==> src/rtl/lhc_pkg.sv <==
// shared constants, codes and types of the heading cone obstacle check
// no dependencies
package lhc_pkg;

	localparam int unsigned MAX_SAMPLES  = 2048;
	localparam int unsigned CORDIC_STEPS = 16;
	localparam int unsigned ATAN_LEN     = 24;
	localparam int unsigned CORD_N       = (CORDIC_STEPS < ATAN_LEN) ? CORDIC_STEPS : ATAN_LEN;
	localparam int unsigned IDX_W        = $clog2(MAX_SAMPLES + 1);
	localparam int unsigned CW           = 27;
	localparam int unsigned DVD_W        = 24;
	localparam int unsigned CNT_W        = 5;
	localparam int unsigned CFG_IDX_W    = 1;

	localparam logic [CNT_W-1:0] CORD_LAST = CNT_W'(CORD_N - 1);
	localparam logic [CNT_W-1:0] DIV_LAST  = CNT_W'(DVD_W - 1);
	localparam logic [IDX_W-1:0] MAX_IDX   = IDX_W'(MAX_SAMPLES);
	localparam logic [15:0]      CONE_HALF = 16'd8192;
	localparam logic [15:0]      THR_RESET  = 16'd400;
	localparam logic [23:0]      STEP_RESET = 24'd46603;

	typedef enum logic [CFG_IDX_W-1:0] {
		REG_THRESHOLD  = 1'b0,
		REG_ANGLE_STEP = 1'b1
	} cfg_reg_t;

	typedef enum logic [3:0] {
		ST_IDLE,
		ST_CORDIC,
		ST_HEAD,
		ST_DIV_LD0,
		ST_DIV_RUN0,
		ST_DIV_LD1,
		ST_DIV_RUN1,
		ST_WIN_END,
		ST_CHECK
	} state_t;

	typedef struct packed {
		logic             vel_load;
		logic             hold_load;
		logic             cordic_init;
		logic             cordic_step;
		logic             head_load;
		logic             div_load;
		logic             div_sel_end;
		logic             div_step;
		logic             win_start_st;
		logic             win_end_st;
		logic             sample_go;
		logic             use_held;
		logic [CNT_W-1:0] step;
	} cmd_t;

	typedef struct packed {
		logic vel_large;
		logic pos_zero;
		logic out_free;
		logic held_last;
	} sts_t;

	function automatic logic [31:0] atan_entry(input logic [CNT_W-1:0] i);
		logic [31:0] r;
		case (i)
			5'd0:    r = 32'h20000000;
			5'd1:    r = 32'h12E4051E;
			5'd2:    r = 32'h09FB385B;
			5'd3:    r = 32'h051111D4;
			5'd4:    r = 32'h028B0D43;
			5'd5:    r = 32'h0145D7E1;
			5'd6:    r = 32'h00A2F61E;
			5'd7:    r = 32'h00517C55;
			5'd8:    r = 32'h0028BE53;
			5'd9:    r = 32'h00145F2F;
			5'd10:   r = 32'h000A2F98;
			5'd11:   r = 32'h000517CC;
			5'd12:   r = 32'h00028BE6;
			5'd13:   r = 32'h000145F3;
			5'd14:   r = 32'h0000A2F9;
			5'd15:   r = 32'h0000517D;
			5'd16:   r = 32'h000028BE;
			5'd17:   r = 32'h0000145F;
			5'd18:   r = 32'h00000A30;
			5'd19:   r = 32'h00000518;
			5'd20:   r = 32'h0000028C;
			5'd21:   r = 32'h00000146;
			5'd22:   r = 32'h000000A3;
			5'd23:   r = 32'h00000051;
			default: r = 32'h00000000;
		endcase
		return r;
	endfunction

endpackage

==> src/rtl/lidar_heading_cone_obstacle_check.sv <==
// Heading cone obstacle check over a stream of lidar range samples. A velocity
// item, or a range sample inside a scan, is taken straight from the idle state.
// The first range sample of a scan is held while the iterative cordic unit runs
// CORDIC_STEPS steps (skipped when the stored velocity is too small to move the
// heading) and the shared radix-2 divider then runs twice for the cone edges.
// A result waits in an output register while new items are taken; only a last
// sample that would need that register while it is still full is held off.
// Configuration is written through cfg_we, cfg_index and cfg_data. Uses lhc_pkg,
// lhc_ctrl and lhc_dp.
module lidar_heading_cone_obstacle_check (
	input  logic                          clk,
	input  logic                          arst_n,
	input  logic                          in_valid,
	output logic                          in_ready,
	input  logic                          mode,
	input  logic signed [15:0]            vel_x,
	input  logic signed [15:0]            vel_y,
	input  logic [15:0]                   range_mm,
	input  logic                          range_valid,
	input  logic                          last_sample,
	output logic                          out_valid,
	input  logic                          out_ready,
	output logic                          obst_flag,
	input  logic                          cfg_we,
	input  logic [lhc_pkg::CFG_IDX_W-1:0] cfg_index,
	input  logic [23:0]                   cfg_data
);

	lhc_pkg::cmd_t cmd;
	lhc_pkg::sts_t sts;

	lhc_ctrl u_ctrl (
		.clk         (clk),
		.arst_n      (arst_n),
		.in_valid    (in_valid),
		.in_ready    (in_ready),
		.mode        (mode),
		.last_sample (last_sample),
		.sts         (sts),
		.cmd         (cmd)
	);

	lhc_dp u_dp (
		.clk         (clk),
		.arst_n      (arst_n),
		.cmd         (cmd),
		.sts         (sts),
		.cfg_we      (cfg_we),
		.cfg_index   (cfg_index),
		.cfg_data    (cfg_data),
		.vel_x       (vel_x),
		.vel_y       (vel_y),
		.range_mm    (range_mm),
		.range_valid (range_valid),
		.last_sample (last_sample),
		.out_valid   (out_valid),
		.out_ready   (out_ready),
		.obst_flag   (obst_flag)
	);

endmodule

==> src/rtl/lhc_dp.sv <==
// datapath: config registers, velocity store, iterative cordic, shared divider,
// cone window and scan state, output register; uses lhc_pkg
module lhc_dp (
	input  logic                             clk,
	input  logic                             arst_n,
	input  lhc_pkg::cmd_t                    cmd,
	output lhc_pkg::sts_t                    sts,
	input  logic                             cfg_we,
	input  logic [lhc_pkg::CFG_IDX_W-1:0]    cfg_index,
	input  logic [23:0]                      cfg_data,
	input  logic signed [15:0]               vel_x,
	input  logic signed [15:0]               vel_y,
	input  logic [15:0]                      range_mm,
	input  logic                             range_valid,
	input  logic                             last_sample,
	output logic                             out_valid,
	input  logic                             out_ready,
	output logic                             obst_flag
);

	logic [15:0]                       thr_q;
	logic [23:0]                       step_q;
	logic signed [15:0]                vel_x_q;
	logic signed [15:0]                vel_y_q;
	logic [15:0]                       heading_q;
	logic [lhc_pkg::IDX_W-1:0]         pos_q;
	logic [lhc_pkg::IDX_W-1:0]         win_start_q;
	logic [lhc_pkg::IDX_W-1:0]         win_end_q;
	logic                              hit_q;
	logic [15:0]                       hold_range_q;
	logic                              hold_rv_q;
	logic                              hold_last_q;
	logic signed [lhc_pkg::CW-1:0]     x_q;
	logic signed [lhc_pkg::CW-1:0]     y_q;
	logic [31:0]                       z_q;
	logic [lhc_pkg::DVD_W-1:0]         dvd_q;
	logic [lhc_pkg::DVD_W-1:0]         rem_q;
	logic                              out_valid_q;
	logic                              det_q;

	logic signed [lhc_pkg::CW-1:0]     xi;
	logic signed [lhc_pkg::CW-1:0]     yi;
	logic signed [lhc_pkg::CW-1:0]     xs;
	logic signed [lhc_pkg::CW-1:0]     ys;
	logic [31:0]                       z_rnd;
	logic [15:0]                       edge_bau;
	logic [23:0]                       divisor;
	logic [lhc_pkg::DVD_W:0]           trial;
	logic [lhc_pkg::IDX_W-1:0]         q_idx;
	logic [15:0]                       s_range;
	logic                              s_rv;
	logic                              s_last;
	logic                              in_window;
	logic                              hit_new;
	logic                              out_free;

	// config
	always_ff @(posedge clk or negedge arst_n) begin
		if (!arst_n) begin
			thr_q  <= lhc_pkg::THR_RESET;
			step_q <= lhc_pkg::STEP_RESET;
		end else if (cfg_we) begin
			case (cfg_index)
				lhc_pkg::REG_THRESHOLD:  thr_q  <= cfg_data[15:0];
				lhc_pkg::REG_ANGLE_STEP: step_q <= cfg_data;
				default: ;
			endcase
		end
	end

	// cordic
	assign xi    = lhc_pkg::CW'({{(lhc_pkg::CW-24){vel_x_q[15]}}, vel_x_q, 8'd0});
	assign yi    = lhc_pkg::CW'({{(lhc_pkg::CW-24){vel_y_q[15]}}, vel_y_q, 8'd0});
	assign xs    = x_q >>> cmd.step;
	assign ys    = y_q >>> cmd.step;
	assign z_rnd = z_q + 32'h00008000;

	always_ff @(posedge clk) begin
		if (cmd.cordic_init) begin
			if (vel_x_q[15]) begin
				x_q <= -xi;
				y_q <= -yi;
				z_q <= 32'h80000000;
			end else begin
				x_q <= xi;
				y_q <= yi;
				z_q <= 32'h00000000;
			end
		end else if (cmd.cordic_step) begin
			if (y_q > 0) begin
				x_q <= x_q + ys;
				y_q <= y_q - xs;
				z_q <= z_q + lhc_pkg::atan_entry(cmd.step);
			end else begin
				x_q <= x_q - ys;
				y_q <= y_q + xs;
				z_q <= z_q - lhc_pkg::atan_entry(cmd.step);
			end
		end
	end

	// restoring divider, one quotient bit a cycle
	assign edge_bau = cmd.div_sel_end ? heading_q + lhc_pkg::CONE_HALF
	                                  : heading_q - lhc_pkg::CONE_HALF;
	assign divisor  = (step_q == 24'd0) ? 24'd1 : step_q;
	assign trial    = {rem_q, dvd_q[lhc_pkg::DVD_W-1]} - {1'b0, divisor};
	assign q_idx    = (dvd_q > lhc_pkg::DVD_W'(lhc_pkg::MAX_SAMPLES)) ? lhc_pkg::MAX_IDX
	                                                                 : dvd_q[lhc_pkg::IDX_W-1:0];

	always_ff @(posedge clk) begin
		if (cmd.div_load) begin
			dvd_q <= {edge_bau, 8'd0};
			rem_q <= '0;
		end else if (cmd.div_step) begin
			if (!trial[lhc_pkg::DVD_W]) begin
				rem_q <= trial[lhc_pkg::DVD_W-1:0];
				dvd_q <= {dvd_q[lhc_pkg::DVD_W-2:0], 1'b1};
			end else begin
				rem_q <= {rem_q[lhc_pkg::DVD_W-2:0], dvd_q[lhc_pkg::DVD_W-1]};
				dvd_q <= {dvd_q[lhc_pkg::DVD_W-2:0], 1'b0};
			end
		end
	end

	// held sample of a scan start
	always_ff @(posedge clk) begin
		if (cmd.hold_load) begin
			hold_range_q <= range_mm;
			hold_rv_q    <= range_valid;
			hold_last_q  <= last_sample;
		end
	end

	// window check
	assign s_range = cmd.use_held ? hold_range_q : range_mm;
	assign s_rv    = cmd.use_held ? hold_rv_q : range_valid;
	assign s_last  = cmd.use_held ? hold_last_q : last_sample;

	always_comb begin
		if (pos_q >= lhc_pkg::MAX_IDX) begin
			in_window = 1'b0;
		end else if (win_start_q <= win_end_q) begin
			in_window = (pos_q >= win_start_q) && (pos_q < win_end_q);
		end else begin
			in_window = (pos_q >= win_start_q) || (pos_q < win_end_q);
		end
	end

	assign hit_new  = hit_q | (in_window & s_rv & (s_range < thr_q));
	assign out_free = !out_valid_q || out_ready;

	// scan state
	always_ff @(posedge clk or negedge arst_n) begin
		if (!arst_n) begin
			vel_x_q     <= '0;
			vel_y_q     <= '0;
			heading_q   <= '0;
			pos_q       <= '0;
			win_start_q <= '0;
			win_end_q   <= '0;
			hit_q       <= 1'b0;
		end else begin
			if (cmd.vel_load) begin
				vel_x_q <= vel_x;
				vel_y_q <= vel_y;
			end
			if (cmd.head_load) begin
				heading_q <= z_rnd[31:16];
			end
			if (cmd.win_start_st) begin
				win_start_q <= q_idx;
			end
			if (cmd.win_end_st) begin
				win_end_q <= q_idx;
			end
			if (cmd.sample_go) begin
				if (s_last) begin
					hit_q <= 1'b0;
					pos_q <= '0;
				end else begin
					hit_q <= hit_new;
					if (pos_q < lhc_pkg::MAX_IDX) begin
						pos_q <= pos_q + 1'b1;
					end
				end
			end
		end
	end

	// output register
	always_ff @(posedge clk or negedge arst_n) begin
		if (!arst_n) begin
			out_valid_q <= 1'b0;
		end else if (cmd.sample_go && s_last) begin
			out_valid_q <= 1'b1;
		end else if (out_ready) begin
			out_valid_q <= 1'b0;
		end
	end

	always_ff @(posedge clk) begin
		if (cmd.sample_go && s_last) begin
			det_q <= hit_new;
		end
	end

	assign out_valid = out_valid_q;
	assign obst_flag = det_q;

	assign sts.vel_large = (vel_x_q > 16'sd1) || (vel_x_q < -16'sd1) ||
	                       (vel_y_q > 16'sd1) || (vel_y_q < -16'sd1);
	assign sts.pos_zero  = (pos_q == '0);
	assign sts.out_free  = out_free;
	assign sts.held_last = hold_last_q;

	a_pos_bound: assert property (@(posedge clk) disable iff (!arst_n)
		pos_q <= lhc_pkg::MAX_IDX)
		else $error("sample position beyond scan length");

	a_win_bound: assert property (@(posedge clk) disable iff (!arst_n)
		(win_start_q <= lhc_pkg::MAX_IDX) && (win_end_q <= lhc_pkg::MAX_IDX))
		else $error("cone window index not clamped");

	a_scan_restart: assert property (@(posedge clk) disable iff (!arst_n)
		(cmd.sample_go && s_last) |=> (pos_q == '0) && !hit_q && out_valid_q)
		else $error("last item did not restart the scan");

endmodule

==> src/rtl/lhc_ctrl.sv <==
// controller: sequences scan start (cordic when the velocity is large, two divisions) and sample items
// uses lhc_pkg
module lhc_ctrl (
	input  logic          clk,
	input  logic          arst_n,
	input  logic          in_valid,
	output logic          in_ready,
	input  logic          mode,
	input  logic          last_sample,
	input  lhc_pkg::sts_t sts,
	output lhc_pkg::cmd_t cmd
);

	lhc_pkg::state_t           state_q;
	lhc_pkg::state_t           state_d;
	logic [lhc_pkg::CNT_W-1:0] cnt_q;
	logic                      accept;
	logic                      emit_block;

	assign emit_block = sts.held_last && !sts.out_free;

	always_comb begin
		in_ready = 1'b0;
		if (state_q == lhc_pkg::ST_IDLE) begin
			in_ready = !(mode && last_sample && !sts.pos_zero && !sts.out_free);
		end
	end

	assign accept = in_valid && in_ready;

	always_comb begin
		state_d = state_q;
		case (state_q)
			lhc_pkg::ST_IDLE: begin
				if (accept && mode && sts.pos_zero) begin
					state_d = sts.vel_large ? lhc_pkg::ST_CORDIC : lhc_pkg::ST_DIV_LD0;
				end
			end
			lhc_pkg::ST_CORDIC: begin
				if (cnt_q == lhc_pkg::CORD_LAST) state_d = lhc_pkg::ST_HEAD;
			end
			lhc_pkg::ST_HEAD:     state_d = lhc_pkg::ST_DIV_LD0;
			lhc_pkg::ST_DIV_LD0:  state_d = lhc_pkg::ST_DIV_RUN0;
			lhc_pkg::ST_DIV_RUN0: begin
				if (cnt_q == lhc_pkg::DIV_LAST) state_d = lhc_pkg::ST_DIV_LD1;
			end
			lhc_pkg::ST_DIV_LD1:  state_d = lhc_pkg::ST_DIV_RUN1;
			lhc_pkg::ST_DIV_RUN1: begin
				if (cnt_q == lhc_pkg::DIV_LAST) state_d = lhc_pkg::ST_WIN_END;
			end
			lhc_pkg::ST_WIN_END:  state_d = lhc_pkg::ST_CHECK;
			lhc_pkg::ST_CHECK: begin
				if (!emit_block) state_d = lhc_pkg::ST_IDLE;
			end
			default:              state_d = lhc_pkg::ST_IDLE;
		endcase
	end

	always_comb begin
		cmd      = '0;
		cmd.step = cnt_q;
		case (state_q)
			lhc_pkg::ST_IDLE: begin
				cmd.vel_load    = accept && !mode;
				cmd.hold_load   = accept && mode && sts.pos_zero;
				cmd.cordic_init = accept && mode && sts.pos_zero;
				cmd.sample_go   = accept && mode && !sts.pos_zero;
			end
			lhc_pkg::ST_CORDIC:   cmd.cordic_step = 1'b1;
			lhc_pkg::ST_HEAD:     cmd.head_load = 1'b1;
			lhc_pkg::ST_DIV_LD0:  cmd.div_load = 1'b1;
			lhc_pkg::ST_DIV_RUN0: cmd.div_step = 1'b1;
			lhc_pkg::ST_DIV_LD1: begin
				cmd.win_start_st = 1'b1;
				cmd.div_load     = 1'b1;
				cmd.div_sel_end  = 1'b1;
			end
			lhc_pkg::ST_DIV_RUN1: cmd.div_step = 1'b1;
			lhc_pkg::ST_WIN_END:  cmd.win_end_st = 1'b1;
			lhc_pkg::ST_CHECK: begin
				cmd.use_held  = 1'b1;
				cmd.sample_go = !emit_block;
			end
			default: ;
		endcase
	end

	always_ff @(posedge clk or negedge arst_n) begin
		if (!arst_n) begin
			state_q <= lhc_pkg::ST_IDLE;
			cnt_q   <= '0;
		end else begin
			state_q <= state_d;
			if (state_q == lhc_pkg::ST_CORDIC || state_q == lhc_pkg::ST_DIV_RUN0 ||
			    state_q == lhc_pkg::ST_DIV_RUN1) begin
				cnt_q <= (state_d == state_q) ? cnt_q + 1'b1 : '0;
			end else begin
				cnt_q <= '0;
			end
		end
	end

	a_ready_idle: assert property (@(posedge clk) disable iff (!arst_n)
		in_ready |-> (state_q == lhc_pkg::ST_IDLE))
		else $error("item taken while a scan start is in progress");

	a_cordic_cnt: assert property (@(posedge clk) disable iff (!arst_n)
		(state_q == lhc_pkg::ST_CORDIC) |-> (cnt_q <= lhc_pkg::CORD_LAST))
		else $error("cordic step count overrun");

endmodule
==> config.mk <==
export PLATFORM = sky130hd
export DESIGN_NAME = lidar_heading_cone_obstacle_check
export DESIGN_NICKNAME = d
export VERILOG_FILES = /design/src/rtl/lhc_pkg.sv /design/src/rtl/lidar_heading_cone_obstacle_check.sv /design/src/rtl/lhc_dp.sv /design/src/rtl/lhc_ctrl.sv
export SDC_FILE = /design/constraint.sdc
export NUM_CORES = 1
export LEC_CHECK = 0
export ABC_AREA = 1
export BUFFER_PORTS_ARGS = -buffer_cell sky130_fd_sc_hd__buf_2
export CAP_MARGIN = 20
export CORE_AREA = 3 3 226 228
export CTS_CLUSTER_DIAMETER = 200
export DETAILED_ROUTE_END_ITERATION = 12
export DIE_AREA = 0 0 229 231
export HOLD_SLACK_MARGIN = 0.12
export PLACE_DENSITY = 0.66
export SYNTH_ARGS = -nofsm -noshare
export SYNTH_HDL_FRONTEND = slang
export SYNTH_SLANG_ARGS = --single-unit
==> constraint.sdc <==
create_clock -name clk -period 5.8 [get_ports clk]
set_input_delay 0.58 -clock clk [delete_from_list [all_inputs] [get_ports clk]]
set_output_delay 0.58 -clock clk [all_outputs]
set_load 0.01 [all_outputs]
==> impl_metrics.csv, run 1 <==
group,metric,value,unit
synthesis,synth_top_area_share,14.8,%
global_route,grt_pass1_vias,22900,
synthesis,synth_fp_nets,3789,
die,fp.dieW,229,um
sta,clock_skew,31.1,ps
synthesis,synth_cells,3522,
synthesis,yosysWarnings,0,
route,drcViolationCount,0,
sta,tightest_slew,868,ps
setup_path,end_kind,"flip-flop",
die,die_area,52900,um^2
clocking,ctsRootBufferMaster,"clkbuf_16",
hold_path,min_path_type,"in2reg",
route,vias_per_cell,5.66,
die,rows,81,
sta,hold_viol,0,
synthesis,synth-seq-area-share,31.2,%
global_route,grt-busiest-layer,"met2",
global_route,grt_pass1_wl,125000,um
global_route,track_usage,29.4,%
sta,setup_tns,0,ps
route,wl,79100,um
setup_path,cp.arrival,5410,ps
synthesis,synth_seq_cells,288,
synthesis,yosysTopAreaCell,"edfxtp_1",
sta,max_freq,194,MHz
sta,rsz0062_at_grt,"false",
synthesis,yosys-top-cells-area,"edfxtp_1, nand2_1, dfrtp_1",
synthesis,ys_types,67,
run,cap_violations,0,
clocking,cts_tree,"done",
placement,place.gp.congestion,1.01,
sta,whs,209,ps
route,vias,24100,
global_route,met3_usage,3.34,%
final_layout,syn_to_final_growth,9.63,%
global_route,grt_overflow,0,
setup_path,critPathKind,"reg2reg",
synthesis,synth_edf_count,121,
clocking,post_cts_resized,0,
clocking,numClockSinks,288,
route,first_pass_iters,6,
final_layout,nFillCells,4856,
synthesis,syn_area,24600,um^2
final_layout,fin_nets,3835,
clocking,cts_max_path_buffers,3,
synthesis,synthArstFlopShare,46.9,%
synthesis,yosys-top-cells-count,"nand2_1, inv_1, nor2_1, o21ai_0, nand3_1",
setup_path,crit_path_max_fanout,11,
die,coreArea,49100,um^2
clocking,clk_latency,570,ps
placement,port_buffers,83,
final_layout,drive_gt1_share,7.42,%
die,ios,84,
global_route,grt_start_max_net_pins,84,
global_route,grtUsageMet1,40.1,%
route,drtIter0Drc,2002,
synthesis,yosysMostFrequentCell,"nand2_1",
global_route,antenna_found_initial,1,
route,avgRoutedWirePerCell,18.6,um
clocking,cts_made_buffers,37,
clocking,path_clk_slew,70,ps
status,status,"finished, final reports clean",
setup_path,startpoint_type,"flip-flop",
sta,post-route-period-util,88.7,%
die,initial_core_util,50.1,%
global_route,grt_use_met2,49.0,%
clocking,htree_levels,2,
sta,drv_slew,0,
sta,setup_viol,0,
synthesis,syn_avg_cell_area,6.98,um^2
setup_path,crit_required,6060,ps
route,ant_nets,0,
sta,fin_crit,5140,ps
placement,dp_hpwl,61500,um
die,fp.dieH,231,um
synthesis,synthFlopType,"dfrtp_1",
sta,max-slew-margin-rel,42.0,%
==> per-stage QoR <==
| step | util [%] | setup slack [ps] | cells | cell area [um^2] |
|---|---|---|---|---|
| 5_1_grt | 54.9 | 284 | 4261 | 26900 |
| 3_5_place_dp | 52.3 | 795 | 4192 | 25700 |
| 6_report | 54.9 | 656 | 4262 | 26900 |
| 4_1_cts | 54.9 | 759 | 4261 | 26900 |
| 3_3_place_gp | 52.3 | 817 | 4192 | 25700 |
| 2_1_floorplan | - | 1640 | 3522 | 24600 |
==> per-layer routing <==
| metal | routed length (um) | up-vias | part of all wire [%] |
|---|---|---|---|
| met5 | 0 | - | 0 |
| li1 | - | 11900 | - |
| met3 | 4630 | 123 | 5.9 |
| met1 | 35400 | 11300 | 45 |
| met4 | 2370 | 0 | 3.0 |
| met2 | 36600 | 797 | 46 |
==> state kept, by name, summed over array words and instances (netlist names), 12 cells and up <==
name               count
u_dp.thr_q            16
u_dp.rem_q            24
u_dp.x_q              27
u_dp.y_q              27
u_dp.vel_x_q          16
u_dp.hold_range_q     16
u_dp.step_q           24
u_dp.pos_q            12
u_dp.win_end_q        12
u_dp.dvd_q            24
u_dp.heading_q        16
u_dp.vel_y_q          16
u_dp.win_start_q      12
u_dp.z_q              32
==> area by class of cell <==
type                            instances  area, um^2  area share [%]
Multi-Input combinational cell       2717       14900            55.2
Sequential cell                       288        7670            28.5
Inverter                              399        1500            5.57
Clock buffer                           47        1050            3.89
Tap cell                              664         831            3.08
Timing Repair Buffer                  125         802            2.98
Clock inverter                         21         234           0.868
Antenna cell                            1        2.50         0.00929
==> cell families after synthesis <==
logic type / synth area share [%]
AOI/OAI and AO/OA: 16.0
xor gates and xnor gates: 5.99
adders and majority gates: 9.62
buffers and inverters: 8.45
DFF: 31.2
muxes: 0.911
and+or+nand+nor: 27.8
==> repair_timing <==
action                    in CTS  in global routing
hold buffers                   1                  0
hold endpoints to repair      49                  0
setup buffers                  0                  0
==> cell usage in the layout (no fill, tap or decap), types with 48 or more instances in the layout <==
cell      count
a21oi_1     227
buf_2        82
dfrtp_1     123
edfxtp_1    121
ha_1        181
inv_1       390
nand2_1     936
nand3_1     256
nor2_1      320
o211ai_1     48
o21ai_0     272
xnor2_1      50
xor2_1      118
==> critical path: stages, from the launching register on <==
cell and delay [ps]:
dfrtp_1 640, inv_2 130, nand2_1 300, inv_1 260, buf_4 230, nand2_1 60
nand2_1 60, inv_2 50, nand2_1 70, nor2_1 110, nand2_1 170, nand2_1 120
xor2_1 140, inv_1 60, ha_1 340, a21oi_1 210, o221ai_1 250, a21o_1 260
a21boi_0 480, o21ai_0 340, a21oi_1 250, xnor2_1 80, nand2_1 50, o21ai_0 130
==> path summary, 6_finish.rpt <==
path                                  from                   end  slack, ps  cells after the start
max in group asynchronous           arst_n      u_dp.vel_x_q[15]       3890                      3
min in group asynchronous           arst_n   u_dp.win_start_q[4]        660                      2
min reg2reg                  u_dp.rem_q[7]         u_dp.rem_q[7]        470                      2
min                            range_mm[1]  u_dp.hold_range_q[1]        210                      1
max reg2reg                u_ctrl.cnt_q[3]          u_dp.x_q[20]        660                     23
max                        u_ctrl.cnt_q[3]          u_dp.x_q[20]        660                     23
Power of run 1 is left out: the tool's default activity adds up to more than one toggle a clock period on the data nets, which glitch-free logic cannot reach.
==> inputs of run 2 (changes only) <==
--- a/config.mk
+++ b/config.mk
@@ -12,8 +12,9 @@
 export CTS_CLUSTER_DIAMETER = 200
 export DETAILED_ROUTE_END_ITERATION = 12
 export DIE_AREA = 0 0 229 231
+export GPL_ROUTABILITY_DRIVEN = 0
 export HOLD_SLACK_MARGIN = 0.12
-export PLACE_DENSITY = 0.66
+export PLACE_DENSITY = 0.72
 export SYNTH_ARGS = -nofsm -noshare
 export SYNTH_HDL_FRONTEND = slang
 export SYNTH_SLANG_ARGS = --single-unit
==> run 2 against run 1 <==
Count of clock-buffer cells in the layout up 3. Die area did not move. Register-to-register slack got worse by 30 ps. Global-route usage is 4.0 points lower. Hold slack improved by 5.0 ps. Routed wire length fell by 13%. Via count down 1.7%. Worst setup slack worse by 26 ps. Cell area shrank 0.81%. Critical path depth increased by 7. Sequential share of layout area rose by 0.23 points. Fmax decreased by 0.50%.
==> impl_metrics.csv, run 2 (synthesis results as in run 1) <==
group,metric,value,unit
clocking,path_clk_slew,60,ps
setup_path,crit_path_frequent_cell,"nand2_1",
global_route,grt_overflow,0,
setup_path,cpPeakStageDelay,570,ps
placement,port_buffers,83,
die,fp.dieH,231,um
final_layout,drive_gt1_share,7.16,%
final_layout,reg_top3,"u_dp.z_q: 32 flops, u_dp.x_q: 27 flops, u_dp.y_q: 27 flops",
clocking,cts_max_path_buffers,3,
sta,hold_viol,0,
clocking,numClockSinks,288,
final_layout,fin_nets,3827,
setup_path,critPathKind,"reg2reg",
route,avgRoutedWirePerCell,16.1,um
sta,drv_slew,0,
hold_path,min_path_type,"in2reg",
die,rows,81,
global_route,grt_start_max_net_pins,82,
setup_path,endpoint,"u_dp.x_q[23]",
sta,max_freq,193,MHz
route,drtIter0Drc,2461,
global_route,grt_pass1_vias,21900,
die,initial_core_util,50.1,%
global_route,track_usage,25.4,%
die,die_area,52900,um^2
setup_path,crit_start,"u_ctrl.cnt_q[0]",
setup_path,timing.rr.end,"u_dp.x_q[23]",
final_layout,nFillCells,4849,
die,coreArea,49100,um^2
hold_path,min_from,"range_mm[6]",
setup_path,end_kind,"flip-flop",
final_layout,antenna_cells,0,
global_route,grt_pass1_wl,111000,um
sta,fin_crit,5170,ps
die,ios,84,
route,first_pass_iters,6,
setup_path,crit_slowest_cell,"buf_4",
clocking,cts_made_buffers,36,
setup_path,crit_required,6090,ps
final_layout,layout_common_cells,"nand2_1, inv_1, nor2_1",
clocking,post_cts_resized,0,
clocking,cts_setup_buffers,0,
sta,tightest_slew,920,ps
setup_path,crit_path_max_fanout,78,
clocking,cts_tree,"done",
sta,rsz0062_at_grt,"false",
clocking,ctsRootBufferMaster,"clkbuf_16",
final_layout,final_common_cell,"nand2_1",
die,fp.dieW,229,um
route,ant_nets,0,
setup_path,ff2ff_setup_slack,630,ps
sta,setup_viol,0,
global_route,antenna_found_initial,2,
route,vias,23700,
final_layout,syn_to_final_growth,8.74,%
route,wl,68600,um
setup_path,startpoint_type,"flip-flop",
setup_path,cp.arrival,5460,ps
sta,setup_tns,0,ps
run,cap_violations,0,
setup_path,ff2ff_path_depth,30,
placement,dp_hpwl,51900,um
setup_path,r2r-start,"u_ctrl.cnt_q[0]",
final_layout,top_register,"u_dp.z_q",
sta,max-slew-margin-rel,38.6,%
final_layout,largest_reg_flops,32,
sta,post-route-period-util,89.1,%
clocking,clk_latency,560,ps
clocking,htree_levels,2,
route,drcViolationCount,0,
sta,clock_skew,18.8,ps
status,status,"finished, final reports clean",
route,vias_per_cell,5.57,
-- run 2: how the worst min path moves through the flow --
stage | endpoint | cells past startpoint
after global placement | u_dp.rem_q[15] | 2
after CTS | u_dp.hold_range_q[7] | 1
after detailed placement | u_dp.rem_q[6] | 2
after floorplan | u_ctrl.cnt_q[0] | 0
final | u_dp.hold_range_q[6] | 1
after global routing | u_dp.hold_range_q[8] | 1
-- run 2: final cells by class --
cell class / instances / area (um^2) / area share, %
Inverter: 399 / 1500 / 5.61
Sequential cell: 288 / 7670 / 28.7
Timing Repair Buffer: 118 / 723 / 2.71
Clock inverter: 15 / 129 / 0.482
Multi-Input combinational cell: 2717 / 14900 / 55.6
Clock buffer: 50 / 1020 / 3.80
Tap cell: 664 / 831 / 3.11
-- run 2: worst max-delay path, delay by kind of cell, from the launching register on --
| kind | cells | cell delay, ps |
|---|---|---|
| buffers and inverters | 3 | 710 |
| and+or+nand+nor | 14 | 1420 |
| DFF | 1 | 360 |
| adders and majority gates | 2 | 490 |
| AOI/OAI and AO/OA | 9 | 1520 |
| xor gates and xnor gates | 1 | 140 |
| muxes | 1 | 230 |
-- run 2: per-layer routing --
metal	vias up	track usage, %	wire, um
li1	11800	-	-
met3	153	3.66	5020
met1	10800	34.6	30300
met2	889	40.9	30500
met5	-	0	21
met4	4	9.84	2730
-- run 2: timing repair --
action / in CTS / in global routing
setup endpoints to repair: 0 / 0
hold buffers: 1 / 0
hold endpoints to repair: 72 / 0
-- run 2: stage by stage --
step / cell area, um^2 / util [%] / cells / hold slack (ps) / worst slack [ps]
after global routing: 26700 / 54.5 / 4251 / 199 / 45.6
after global placement: 25500 / 52.1 / 4183 / 461 / 802
after CTS: 26700 / 54.4 / 4249 / 185 / 716
after detailed placement: 25500 / 52.1 / 4183 / 464 / 703
final: 26700 / 54.5 / 4251 / 214 / 631
after floorplan: 24600 / - / 3522 / 284 / 1640
Power of run 2 is left out for the same reason.
